--- config.mk ---
export PLATFORM = sky130hd
export DESIGN_NAME = stx_etx_command_frame_parser_core_flat
export DESIGN_NICKNAME = d
export VERILOG_FILES = /design/src/stxp_pkg.sv /design/src/stxp_if.sv /design/src/stxp_frame_decode.sv /design/src/stxp_out_buffer.sv /design/src/stx_etx_command_frame_parser_core.sv /design/src/flat_wrapper.sv
export SDC_FILE = /design/constraint.sdc
export NUM_CORES = 1
export LEC_CHECK = 0
export ABC_AREA = 1
export BUFFER_PORTS_ARGS = -buffer_cell sky130_fd_sc_hd__buf_2
export CORE_AREA = 2 2 131 133
export DETAILED_ROUTE_END_ITERATION = 10
export DIE_AREA = 0 0 133 135
export PLACE_DENSITY = 0.79
export SYNTH_ARGS = -nofsm -noshare
export SYNTH_HDL_FRONTEND = slang
export SYNTH_SLANG_ARGS = --single-unit
--- constraint.sdc ---
create_clock -name clk -period 11.1 [get_ports clk]
set_clock_uncertainty 0.2 [all_clocks]
set_input_delay 0 -clock clk [delete_from_list [all_inputs] [get_ports clk]]
set_output_delay 0 -clock clk [all_outputs]
set_load 0.005 [all_outputs]
--- src/stxp_pkg.sv ---
// ----------------------------------------------------------------------------
// stxp_pkg
// shared types and constants of the stx/etx command frame parser
// ----------------------------------------------------------------------------
`default_nettype none

package stxp_pkg;

    localparam int BUFFER_DEPTH_DEFAULT = 128;

    localparam logic [7:0] START_BYTE     = 8'h02;
    localparam logic [7:0] END_BYTE       = 8'h03;
    localparam logic [7:0] CMD_SET_TARGET = 8'h54;
    localparam logic [7:0] SET_TARGET_LEN = 8'd9;
    localparam int         KEPT_BYTES     = 7;

    localparam logic [7:0] DEVICE_ID_FIRST_RESET  = 8'd70;
    localparam logic [7:0] DEVICE_ID_SECOND_RESET = 8'd49;

    localparam logic CFG_DEVICE_ID_FIRST  = 1'b0;
    localparam logic CFG_DEVICE_ID_SECOND = 1'b1;

    typedef enum logic [2:0] {
        ST_ID_MATCHED   = 3'd0,
        ST_VOLUME_SET   = 3'd1,
        ST_LENGTH_ERROR = 3'd2,
        ST_WRONG_ID     = 3'd3,
        ST_OVERFLOW     = 3'd4
    } status_t;

    typedef struct packed {
        status_t     status;
        logic [31:0] target_volume;
        logic [7:0]  frame_length;
        logic [15:0] received_id;
    } result_t;

    typedef struct packed {
        logic [7:0] device_id_first;
        logic [7:0] device_id_second;
    } cfg_t;

endpackage

`default_nettype wire

--- src/stxp_if.sv ---
// ----------------------------------------------------------------------------
// stxp channel interfaces
// byte input channel and result output channel, valid/ready handshake
// ----------------------------------------------------------------------------
`default_nettype none

interface stxp_byte_if;
    logic       valid;
    logic       ready;
    logic [7:0] rx_byte;

    modport source (output valid, output rx_byte, input ready);
    modport sink   (input valid, input rx_byte, output ready);
endinterface

interface stxp_result_if;
    logic        valid;
    logic        ready;
    logic [2:0]  status;
    logic [31:0] target_volume;
    logic [7:0]  frame_length;
    logic [15:0] received_id;

    modport source (output valid, output status, output target_volume,
                    output frame_length, output received_id, input ready);
    modport sink   (input valid, input status, input target_volume,
                    input frame_length, input received_id, output ready);
endinterface

`default_nettype wire

--- src/stxp_frame_decode.sv ---
// ----------------------------------------------------------------------------
// stxp_frame_decode
// byte position, kept header/payload bytes and per-byte result decode
// ----------------------------------------------------------------------------
`default_nettype none

module stxp_frame_decode
    import stxp_pkg::*;
#(
    parameter int BUFFER_DEPTH = BUFFER_DEPTH_DEFAULT
) (
    input  wire logic    clk,
    input  wire logic    rst_n,
    input  wire logic    accept,
    input  wire logic [7:0] rx_byte,
    input  wire cfg_t    cfg,
    output logic         has_result,
    output result_t      result
);

    localparam int POS_W = $clog2(BUFFER_DEPTH);

    logic [POS_W-1:0] pos_reg;
    logic [POS_W-1:0] pos_next;
    logic [7:0]       hdr_reg [1:KEPT_BYTES];

    logic             is_start;
    logic             is_end;
    logic             id_ok;
    logic [POS_W:0]   pos_inc;
    logic [7:0]       frame_len;
    logic             wr_en;
    logic [7:0]       wr_data;

    assign is_start  = (rx_byte == START_BYTE);
    assign is_end    = (rx_byte == END_BYTE);
    assign id_ok     = (hdr_reg[1] == cfg.device_id_first)
                    && (hdr_reg[2] == cfg.device_id_second);
    assign pos_inc   = {1'b0, pos_reg} + {{POS_W{1'b0}}, 1'b1};
    assign frame_len = 8'(pos_reg) + 8'd1;

    always_comb
    begin
        has_result = 1'b0;
        result     = '0;
        pos_next   = pos_reg;
        wr_en      = 1'b0;
        wr_data    = rx_byte;
        if (is_start)
        begin
            pos_next = POS_W'(1);
        end
        else if (is_end)
        begin
            pos_next   = '0;
            has_result = 1'b1;
            if (!id_ok)
            begin
                result.status      = ST_WRONG_ID;
                result.received_id = {hdr_reg[1], hdr_reg[2]};
            end
            else if (hdr_reg[3] != CMD_SET_TARGET)
            begin
                result.status = ST_ID_MATCHED;
            end
            else if (frame_len == SET_TARGET_LEN)
            begin
                result.status        = ST_VOLUME_SET;
                result.target_volume = {hdr_reg[7], hdr_reg[6], hdr_reg[5], hdr_reg[4]};
            end
            else
            begin
                // bad length leaves the end byte in the buffer
                wr_en               = 1'b1;
                wr_data             = END_BYTE;
                result.status       = ST_LENGTH_ERROR;
                result.frame_length = frame_len;
            end
        end
        else
        begin
            wr_en = 1'b1;
            if (pos_inc >= (POS_W+1)'(BUFFER_DEPTH))
            begin
                pos_next      = '0;
                has_result    = 1'b1;
                result.status = ST_OVERFLOW;
            end
            else
            begin
                pos_next = pos_inc[POS_W-1:0];
            end
        end
    end

    always_ff @(posedge clk or negedge rst_n)
    begin
        if (!rst_n)
        begin
            pos_reg <= '0;
            for (int i = 1; i <= KEPT_BYTES; i++)
            begin
                hdr_reg[i] <= '0;
            end
        end
        else if (accept)
        begin
            pos_reg <= pos_next;
            for (int i = 1; i <= KEPT_BYTES; i++)
            begin
                if (wr_en && (pos_reg == POS_W'(i)))
                begin
                    hdr_reg[i] <= wr_data;
                end
            end
        end
    end

endmodule

`default_nettype wire

--- src/stxp_out_buffer.sv ---
// ----------------------------------------------------------------------------
// stxp_out_buffer
// result output register with one skid entry behind it
// ----------------------------------------------------------------------------
`default_nettype none

module stxp_out_buffer
    import stxp_pkg::*;
(
    input  wire logic    clk,
    input  wire logic    rst_n,
    input  wire logic    push,
    input  wire result_t push_data,
    output logic         can_accept,
    output logic         out_valid,
    output result_t      out_data,
    input  wire logic    out_ready
);

    logic    out_valid_reg;
    logic    out_valid_next;
    logic    skid_valid_reg;
    logic    skid_valid_next;
    result_t out_data_reg;
    result_t out_data_next;
    result_t skid_data_reg;
    result_t skid_data_next;
    logic    pop;

    assign pop        = out_valid_reg && out_ready;
    assign can_accept = !skid_valid_reg;
    assign out_valid  = out_valid_reg;
    assign out_data   = out_data_reg;

    always_comb
    begin
        out_valid_next  = out_valid_reg;
        skid_valid_next = skid_valid_reg;
        out_data_next   = out_data_reg;
        skid_data_next  = skid_data_reg;
        if (!out_valid_reg || pop)
        begin
            if (skid_valid_reg)
            begin
                // skid word moves up, new word (if any) takes its place
                out_valid_next  = 1'b1;
                out_data_next   = skid_data_reg;
                skid_valid_next = push;
                skid_data_next  = push_data;
            end
            else
            begin
                out_valid_next = push;
                out_data_next  = push_data;
            end
        end
        else if (push)
        begin
            skid_valid_next = 1'b1;
            skid_data_next  = push_data;
        end
    end

    always_ff @(posedge clk or negedge rst_n)
    begin
        if (!rst_n)
        begin
            out_valid_reg  <= 1'b0;
            skid_valid_reg <= 1'b0;
        end
        else
        begin
            out_valid_reg  <= out_valid_next;
            skid_valid_reg <= skid_valid_next;
        end
    end

    always_ff @(posedge clk)
    begin
        out_data_reg  <= out_data_next;
        skid_data_reg <= skid_data_next;
    end

endmodule

`default_nettype wire

--- src/stx_etx_command_frame_parser_core.sv ---
// ----------------------------------------------------------------------------
// stx_etx_command_frame_parser_core
// serial command frame parser: start byte 0x02, end byte 0x03, device id
// check and set-target volume decode
// ----------------------------------------------------------------------------
// usage
//   byte_in carries one received byte per word; result_out carries zero or
//   one result word per byte (end byte, or buffer position overflow).
//   a byte is taken in every cycle while byte_in.ready is high, and the
//   decode stage updates the position and buffer as each byte is taken;
//   a result is registered in the output register (or in the skid entry
//   while that register is full) before it appears on result_out.
//   the output has an output register plus one skid entry; byte_in.ready
//   drops only while both hold an undelivered result, so bytes that make no
//   result keep flowing past a single stalled result.
//   cfg_we/cfg_index/cfg_data write the device id characters (index 0 first,
//   index 1 second); write only while the block is idle.
//   reset clears the byte position, the kept header bytes and the output
//   stages, and loads the device id to its default.
// ----------------------------------------------------------------------------
`default_nettype none

module stx_etx_command_frame_parser_core
    import stxp_pkg::*;
#(
    parameter int BUFFER_DEPTH = BUFFER_DEPTH_DEFAULT
) (
    input  wire logic       clk,
    input  wire logic       rst_n,
    stxp_byte_if.sink       byte_in,
    stxp_result_if.source   result_out,
    input  wire logic       cfg_we,
    input  wire logic       cfg_index,
    input  wire logic [7:0] cfg_data
);

    cfg_t    cfg_reg;
    logic    accept;
    logic    has_result;
    logic    can_accept;
    result_t dec_result;
    result_t out_data;

    always_ff @(posedge clk or negedge rst_n)
    begin
        if (!rst_n)
        begin
            cfg_reg.device_id_first  <= DEVICE_ID_FIRST_RESET;
            cfg_reg.device_id_second <= DEVICE_ID_SECOND_RESET;
        end
        else if (cfg_we)
        begin
            unique case (cfg_index)
                CFG_DEVICE_ID_FIRST:  cfg_reg.device_id_first  <= cfg_data;
                CFG_DEVICE_ID_SECOND: cfg_reg.device_id_second <= cfg_data;
                default: ;
            endcase
        end
    end

    assign byte_in.ready = can_accept;
    assign accept        = byte_in.valid && can_accept;

    stxp_frame_decode #(
        .BUFFER_DEPTH (BUFFER_DEPTH)
    ) u_decode (
        .clk        (clk),
        .rst_n      (rst_n),
        .accept     (accept),
        .rx_byte    (byte_in.rx_byte),
        .cfg        (cfg_reg),
        .has_result (has_result),
        .result     (dec_result)
    );

    stxp_out_buffer u_out (
        .clk        (clk),
        .rst_n      (rst_n),
        .push       (accept && has_result),
        .push_data  (dec_result),
        .can_accept (can_accept),
        .out_valid  (result_out.valid),
        .out_data   (out_data),
        .out_ready  (result_out.ready)
    );

    assign result_out.status        = 3'(out_data.status);
    assign result_out.target_volume = out_data.target_volume;
    assign result_out.frame_length  = out_data.frame_length;
    assign result_out.received_id   = out_data.received_id;

endmodule

`default_nettype wire

--- src/flat_wrapper.sv ---
// flat-port wrapper written by rule: the top's interface ports become plain ports
module stx_etx_command_frame_parser_core_flat import stxp_pkg::*;
#(
    parameter int BUFFER_DEPTH = BUFFER_DEPTH_DEFAULT
)
  (clk, rst_n, cfg_we, cfg_index, cfg_data, byte_in_valid, byte_in_rx_byte, byte_in_ready, result_out_valid, result_out_status, result_out_target_volume, result_out_frame_length, result_out_received_id, result_out_ready);
  stxp_byte_if byte_in_i ();
  stxp_result_if result_out_i ();
  input  wire logic clk;
  input  wire logic rst_n;
  input  wire logic cfg_we;
  input  wire logic cfg_index;
  input  wire logic [7:0] cfg_data;
  input wire logic [$bits(byte_in_i.valid)-1:0] byte_in_valid;
  input wire logic [$bits(byte_in_i.rx_byte)-1:0] byte_in_rx_byte;
  output wire logic [$bits(byte_in_i.ready)-1:0] byte_in_ready;
  output wire logic [$bits(result_out_i.valid)-1:0] result_out_valid;
  output wire logic [$bits(result_out_i.status)-1:0] result_out_status;
  output wire logic [$bits(result_out_i.target_volume)-1:0] result_out_target_volume;
  output wire logic [$bits(result_out_i.frame_length)-1:0] result_out_frame_length;
  output wire logic [$bits(result_out_i.received_id)-1:0] result_out_received_id;
  input wire logic [$bits(result_out_i.ready)-1:0] result_out_ready;
  assign byte_in_i.valid = byte_in_valid;
  assign byte_in_i.rx_byte = byte_in_rx_byte;
  assign byte_in_ready = byte_in_i.ready;
  assign result_out_valid = result_out_i.valid;
  assign result_out_status = result_out_i.status;
  assign result_out_target_volume = result_out_i.target_volume;
  assign result_out_frame_length = result_out_i.frame_length;
  assign result_out_received_id = result_out_i.received_id;
  assign result_out_i.ready = result_out_ready;
  stx_etx_command_frame_parser_core #(.BUFFER_DEPTH(BUFFER_DEPTH)) u_core (.clk(clk), .rst_n(rst_n), .byte_in(byte_in_i), .result_out(result_out_i), .cfg_we(cfg_we), .cfg_index(cfg_index), .cfg_data(cfg_data));
endmodule
Word-level counts from Yosys, hierarchy flattened:

Index checks and enable logic that the tools add are counted.

* register bits after elaboration: 199
* latch bits: 0
* RAM bits: 0
* memory bits (read-only): 0
* input bits: 22
* output and inout bits: 61
* memories: 0

* $add $sub $neg: 1
* multipliers: 0
* divide/modulo/power cells: 0
* $lt $le $gt $ge: 1
* equality and inequality tests: 14
* shift-type cells: 0
* muxes and demuxes: 36
* bitwise gates (word level): 1
* reductions and logical operators: 25

Operators with widths (count)
* 59-bit 2-to-1 mux: 5
* 40-bit 2-to-1 mux: 2
* 56-bit 2-to-1 mux: 1
* 8-bit 2-to-1 mux: 6
* 32-bit 2-to-1 mux: 1
* 7-bit by 3-bit equality test with 1-bit output, second input constant: 4
* 7-bit 2-to-1 mux: 3
* 2-bit AND reduction: 10
* 8-bit by 2-bit equality test with 1-bit output, second input constant: 2
* 8-bit equality test: 2
* 16-bit 2-to-1 mux: 1
* 7-bit by 2-bit equality test with 1-bit output, second input constant: 2
* 1-bit 2-to-1 mux: 12
* 1-bit logical AND: 11
* 3-bit 2-to-1 mux: 3
* 7-bit by 1-bit adder with 8-bit output, second input constant: 1
* 8-bit by 4-bit equality test with 1-bit output, second input constant: 1
* 8-bit >= comparator, second input constant: 1
* 8-bit by 7-bit inequality test with 1-bit output, second input constant: 1
* 7-bit by 1-bit equality test with 1-bit output, second input constant: 1
* 2-bit 2-to-1 mux: 2
* 1-bit zero test: 2
* 2-bit inequality test, second input constant: 1
* 2-bit nonzero test: 1
* other kinds (2): 2

Longest topological paths before layout:

* depth after elaboration: 9
* mapped depth: 14
* mapped depth without buffers: 13

Modules after synthesis:

Synthesis repeated with hierarchy kept, for this count alone.

* cells, all modules: 913
* area, all modules: 8931.1 µm²

Modules (own cells, without submodules)
* stxp_out_buffer: times used 1, cells an instance 321, area an instance 4458.0 µm², seq. area each 3593.4 µm²
* stxp_frame_decode: times used 1, cells an instance 518, area an instance 3787.4 µm², seq. area each 1576.5 µm²
* stx_etx_command_frame_parser_core: times used 1, cells an instance 74, area an instance 685.7 µm², seq. area each 407.9 µm²

Least setup slack after synthesis:

OpenSTA, ideal clock, no wires.

* path type: reg2reg
* start point: register u_core.u_out.out_valid_reg (netlist: u_core.u_out.out_valid)
* end point: register u_core.u_out.skid_data_reg[0] in the netlist's numbering (enable)
* arrival: 4786 ps
* setup slack: 5619 ps
* stages on the path, launching flop included: 3
* buffers on the path: 0
* clock period less this slack: 5481 ps
* cells stage by stage: dfrtp_1 -> nand2_1 -> a21oi_1

* cells in the longest elaborated chain, start to end: 4

RTL lines
* start, declared: RTL line stxp_out_buffer.sv:20 `logic out_valid_reg;`
* start signal, assigned: RTL line stxp_out_buffer.sv:73 `out_valid_reg <= out_valid_next;`
* 1-bit zero test or 1-bit logical AND (tied branches): RTL line stxp_out_buffer.sv:41, stxp_out_buffer.sv:30
* 1-bit logical OR (*): RTL line stxp_out_buffer.sv:41 `if (!out_valid_reg || pop)`
* 2-bit inequality test (no line) or 2-bit nonzero test (tied branches)
* 2-bit AND reduction (no line) (*)
* end signal, assigned: RTL line stxp_out_buffer.sv:81 `skid_data_reg <= skid_data_next;`
* end, declared: RTL line stxp_out_buffer.sv:26 `result_t skid_data_reg;`

Every way passes the cells marked *; elsewhere a longest branch is shown, timed or not.
A chain may end at the register's enable or synchronous reset.

Final worst setup path:

* start point: register u_core.cfg_reg[4] in the netlist's numbering
* end point: register u_core.u_decode.hdr_reg[39] in the netlist's numbering

* cells in the longest elaborated chain, start to end: 7

RTL lines
* start, declared: RTL line stx_etx_command_frame_parser_core.sv:37 `cfg_t cfg_reg;`
* 8-bit equality test (*): RTL line stxp_frame_decode.sv:38 `&& (hdr_reg[2] == cfg.device_id_second);`
* 1-bit logical AND (*): RTL line stxp_frame_decode.sv:38
* 1-bit 2-to-1 mux: RTL line stxp_frame_decode.sv:57 `if (!id_ok)`
* 1-bit 2-to-1 mux: RTL line stxp_frame_decode.sv:53 `else if (is_end)`
* 1-bit 2-to-1 mux: RTL line stxp_frame_decode.sv:49 `if (is_start)`
* 1-bit logical AND: RTL line stxp_frame_decode.sv:111 `if (wr_en && (pos_reg == POS_W'(i)))`
* 2-bit AND reduction (no line)
* end signal, assigned by index: RTL line stxp_frame_decode.sv:113 `hdr_reg[i] <= wr_data;`
* end, declared: RTL line stxp_frame_decode.sv:25 `logic [7:0] hdr_reg [1:KEPT_BYTES];`

Marks and branches as above.

==> impl_metrics.env <==
export IMPL_status="completed"
export IMPL_ys_ff_latch=199
export IMPL_yosysSeqAreaShare_pct=62.82
export IMPL_postLayoutCoreUtil_pct=62.50
export IMPL_root_buffer="clkbuf_16"
export IMPL_yosysUniqueCellTypes=29
export IMPL_ys_warn_count=0
export IMPL_crit_arrival_ns=3.82
export IMPL_drv_cap=0
export IMPL_worst_slew_margin_rel_pct=11.76
export IMPL_synth_edff_count=118
export IMPL_drcViolationCount=0
export IMPL_layout_min_cycle_time_ns=3.640
export IMPL_syn_to_final_growth_pct=15.50
export IMPL_layout_drive_gt1_share_pct=15.87
export IMPL_syn_nets=892
export IMPL_die_h_um=135
export IMPL_syn_inst=865
export IMPL_crit_chain="nand2_1, nand2_1, nand2_1, nor2_1, nand2_1, nor2_4, buf_4, nand2_1, nand2_2, nand4_1, dlygate4sd3_1, nand2_1"
export IMPL_num_vias=6571
export IMPL_finalInstanceArea_mm2=0.01025
export IMPL_die_w_um=133
export IMPL_dpl_cell_area_mm2=0.009366
export IMPL_synth_top_cells_by_area="edfxtp_1 (40%), dfrtp_1 (21%), nand2_1 (9.0%)"
export IMPL_cts_tree="done"
export IMPL_seq_area_mm2=0.005578
export IMPL_start_util_pct=54.11
export IMPL_die_area_mm2=0.01796
export IMPL_clock_latency_ns=0.44
export IMPL_cpMostUsedCell="nand2_1"
export IMPL_timing_fmax_ghz=0.2747
export IMPL_clockBufferDepth=2
export IMPL_htreeDepth=4
export IMPL_total_power_mw=1.873
export IMPL_worst_path_largest_cell_delay_ns=0.77
export IMPL_rsz0062_at_grt="false"
export IMPL_ant_nets=0
export IMPL_grt_start_max_net_pins=96
export IMPL_diodes=0
export IMPL_fin_crit_sh_pct=32.79
export IMPL_dp_cells=1122
export IMPL_mostFrequentLayoutCells="nand2_1 (211), edfxtp_1 (118), nor2_1 (98), nand4_1 (87), buf_2 (81)"
export IMPL_start_kind="flop"
export IMPL_multi_input_area_mm2=0.002879
export IMPL_synth_async_reset_ratio_pct=40.70
export IMPL_grt_pass1_vias=6183
export IMPL_hp_class="in2async"
export IMPL_pre_cts_slack_ns=7.605
export IMPL_io_buffers=82
export IMPL_first_pass_iters=5
export IMPL_cp_slowest_cell="nand2_2"
export IMPL_ir_worst_vdd_mv=0.1190
export IMPL_setup_ws_ns=7.460
export IMPL_required_ns=11.28
export IMPL_grt_pass1_wl_um=30970
export IMPL_p_leak_nw=4.540
export IMPL_clock_sinks=199
export IMPL_core_area_mm2=0.01641
export IMPL_nets=978
export IMPL_layout_cells_non_filler=1184
export IMPL_row_count=47
export IMPL_nFillCells=1292
export IMPL_synth_area_mm2=0.008879
export IMPL_finalHoldViolations=0
export IMPL_path_class="reg2reg"
export IMPL_antenna_found_initial=0
export IMPL_yosysTopAreaCellShare_pct=39.91
export IMPL_power_density_mw_per_mm2=182.6
export IMPL_slew_viol_final=0
export IMPL_hpwl_um=11490
export IMPL_final_common_cell="nand2_1"
export IMPL_setup_violations=0
export IMPL_avgRoutedWirePerCell_um=16.14
export IMPL_vias_per_cell=5.550
export IMPL_syn_avg_cell_area_um2=10.26
export IMPL_synth_ff_type="edfxtp_1"
export IMPL_drtIter0Drc=697
export IMPL_place_congestion=0.8615
export IMPL_whs_ns=0.06311
export IMPL_tightest_slew_ns=1.320
export IMPL_tns_ns=0
export IMPL_gr_total_overflow=0
export IMPL_critPathCaptureType="flop"
export IMPL_cts_buffers=17
export IMPL_postCtsSetupBuffers=0
export IMPL_cts_resized=0
export IMPL_routed_wl_um=19110
export IMPL_cp_max_fo=61
export IMPL_clkTransAtPathRegs_ns=0.07
export IMPL_ios=83
export IMPL_grtUsageTotal_pct=22.27
export IMPL_yosys_area_top_type="edfxtp_1"
-- cell usage after synthesis, types with 4 or more instances --
cell type  count
a21oi_1       42
buf_1         10
buf_2         16
buf_6          7
clkbuf_1      18
dfrtp_1       75
dfstp_2        6
edfxtp_1     118
ha_1           5
inv_1         39
inv_2          6
nand2_1      212
nand2_2        4
nand3_1       18
nand3_2        6
nand4_1       87
nor2_1        98
nor3_2         8
nor3b_1       33
o21ai_0       21
o21ai_1        8
o22ai_1        4
xnor2_1       15
-- critical path, delay by kind of cell (launching register included) --
| family | cells | cell delay (ns) |
|---|---|---|
| DFF | 1 | 0.55 |
| buffers and inverters | 2 | 1.16 |
| and+or+nand+nor | 10 | 1.63 |
-- metal layers --
layer	part of all wire [%]	GRT usage, %
met3	6.8	4.017
met5	0	0
met1	42	30.01
met4	2.2	9.498
met2	49	35.98
-- path summary, 6_finish.rpt --
path | startpoint | endpoint | slack [ns] | cells after the start
worst max-delay path | u_core.cfg_reg[4]$_DFFE_PN1P_ | u_core.u_decode.hdr_reg[39]$_DFFE_PN0P_ | 7.46 | 12
worst min-delay path | rst_n | u_core.u_decode.hdr_reg[4]$_DFFE_PN0P_ | 0.06 | 2
worst max register to register | u_core.cfg_reg[4]$_DFFE_PN1P_ | u_core.u_decode.hdr_reg[39]$_DFFE_PN0P_ | 7.46 | 12
worst min register to register | u_core.u_decode.hdr_reg[37]$_DFFE_PN0P_ | u_core.u_decode.hdr_reg[37]$_DFFE_PN0P_ | 0.28 | 2
max in group asynchronous | rst_n | u_core.u_decode.hdr_reg[21]$_DFFE_PN0P_ | 9.96 | 2
min in group clk | result_out_ready | u_core.u_out.out_valid$_DFFE_PN0P_ | 0.12 | 5
-- cell type report --
type,count,area share (%)
well taps,220,2.684
clock buffers,20,4.258
flip-flops and latches,199,54.39
inverters,45,1.647
repair buffers,119,7.467
multi-input cells,569,28.07
clock inverters,12,1.476
-- kinds of logic (layout without fill, tap and decap cells) --
| group | after synthesis | after routing | share of synthesized area [%] |
|---|---|---|---|
| adder cells (fa/ha/maj) | 5 | 5 | 0.7046 |
| AO/OA/AOI/OAI | 75 | 75 | 4.284 |
| AND/OR/NAND/NOR | 473 | 473 | 25.65 |
| XOR/XNOR | 16 | 16 | 1.578 |
| flip-flops | 199 | 199 | 62.82 |
| buffers and inverters | 97 | 196 | 4.961 |
-- power by group --
| part | internal, mW | switching (mW) |
|---|---|---|
| clock network | 0.354 | 0.259 |
| registers | 0.887 | 0.106 |
| logic | 0.116 | 0.152 |
| total | 1.36 | 0.517 |
-- repair_timing --
item | CTS | global route
hold buffers | 30 | 0
hold endpoints to repair | 154 | 0
endpoints found under the setup margin | 0 | 0
Note: power is estimated with default switching activity, not from simulation.
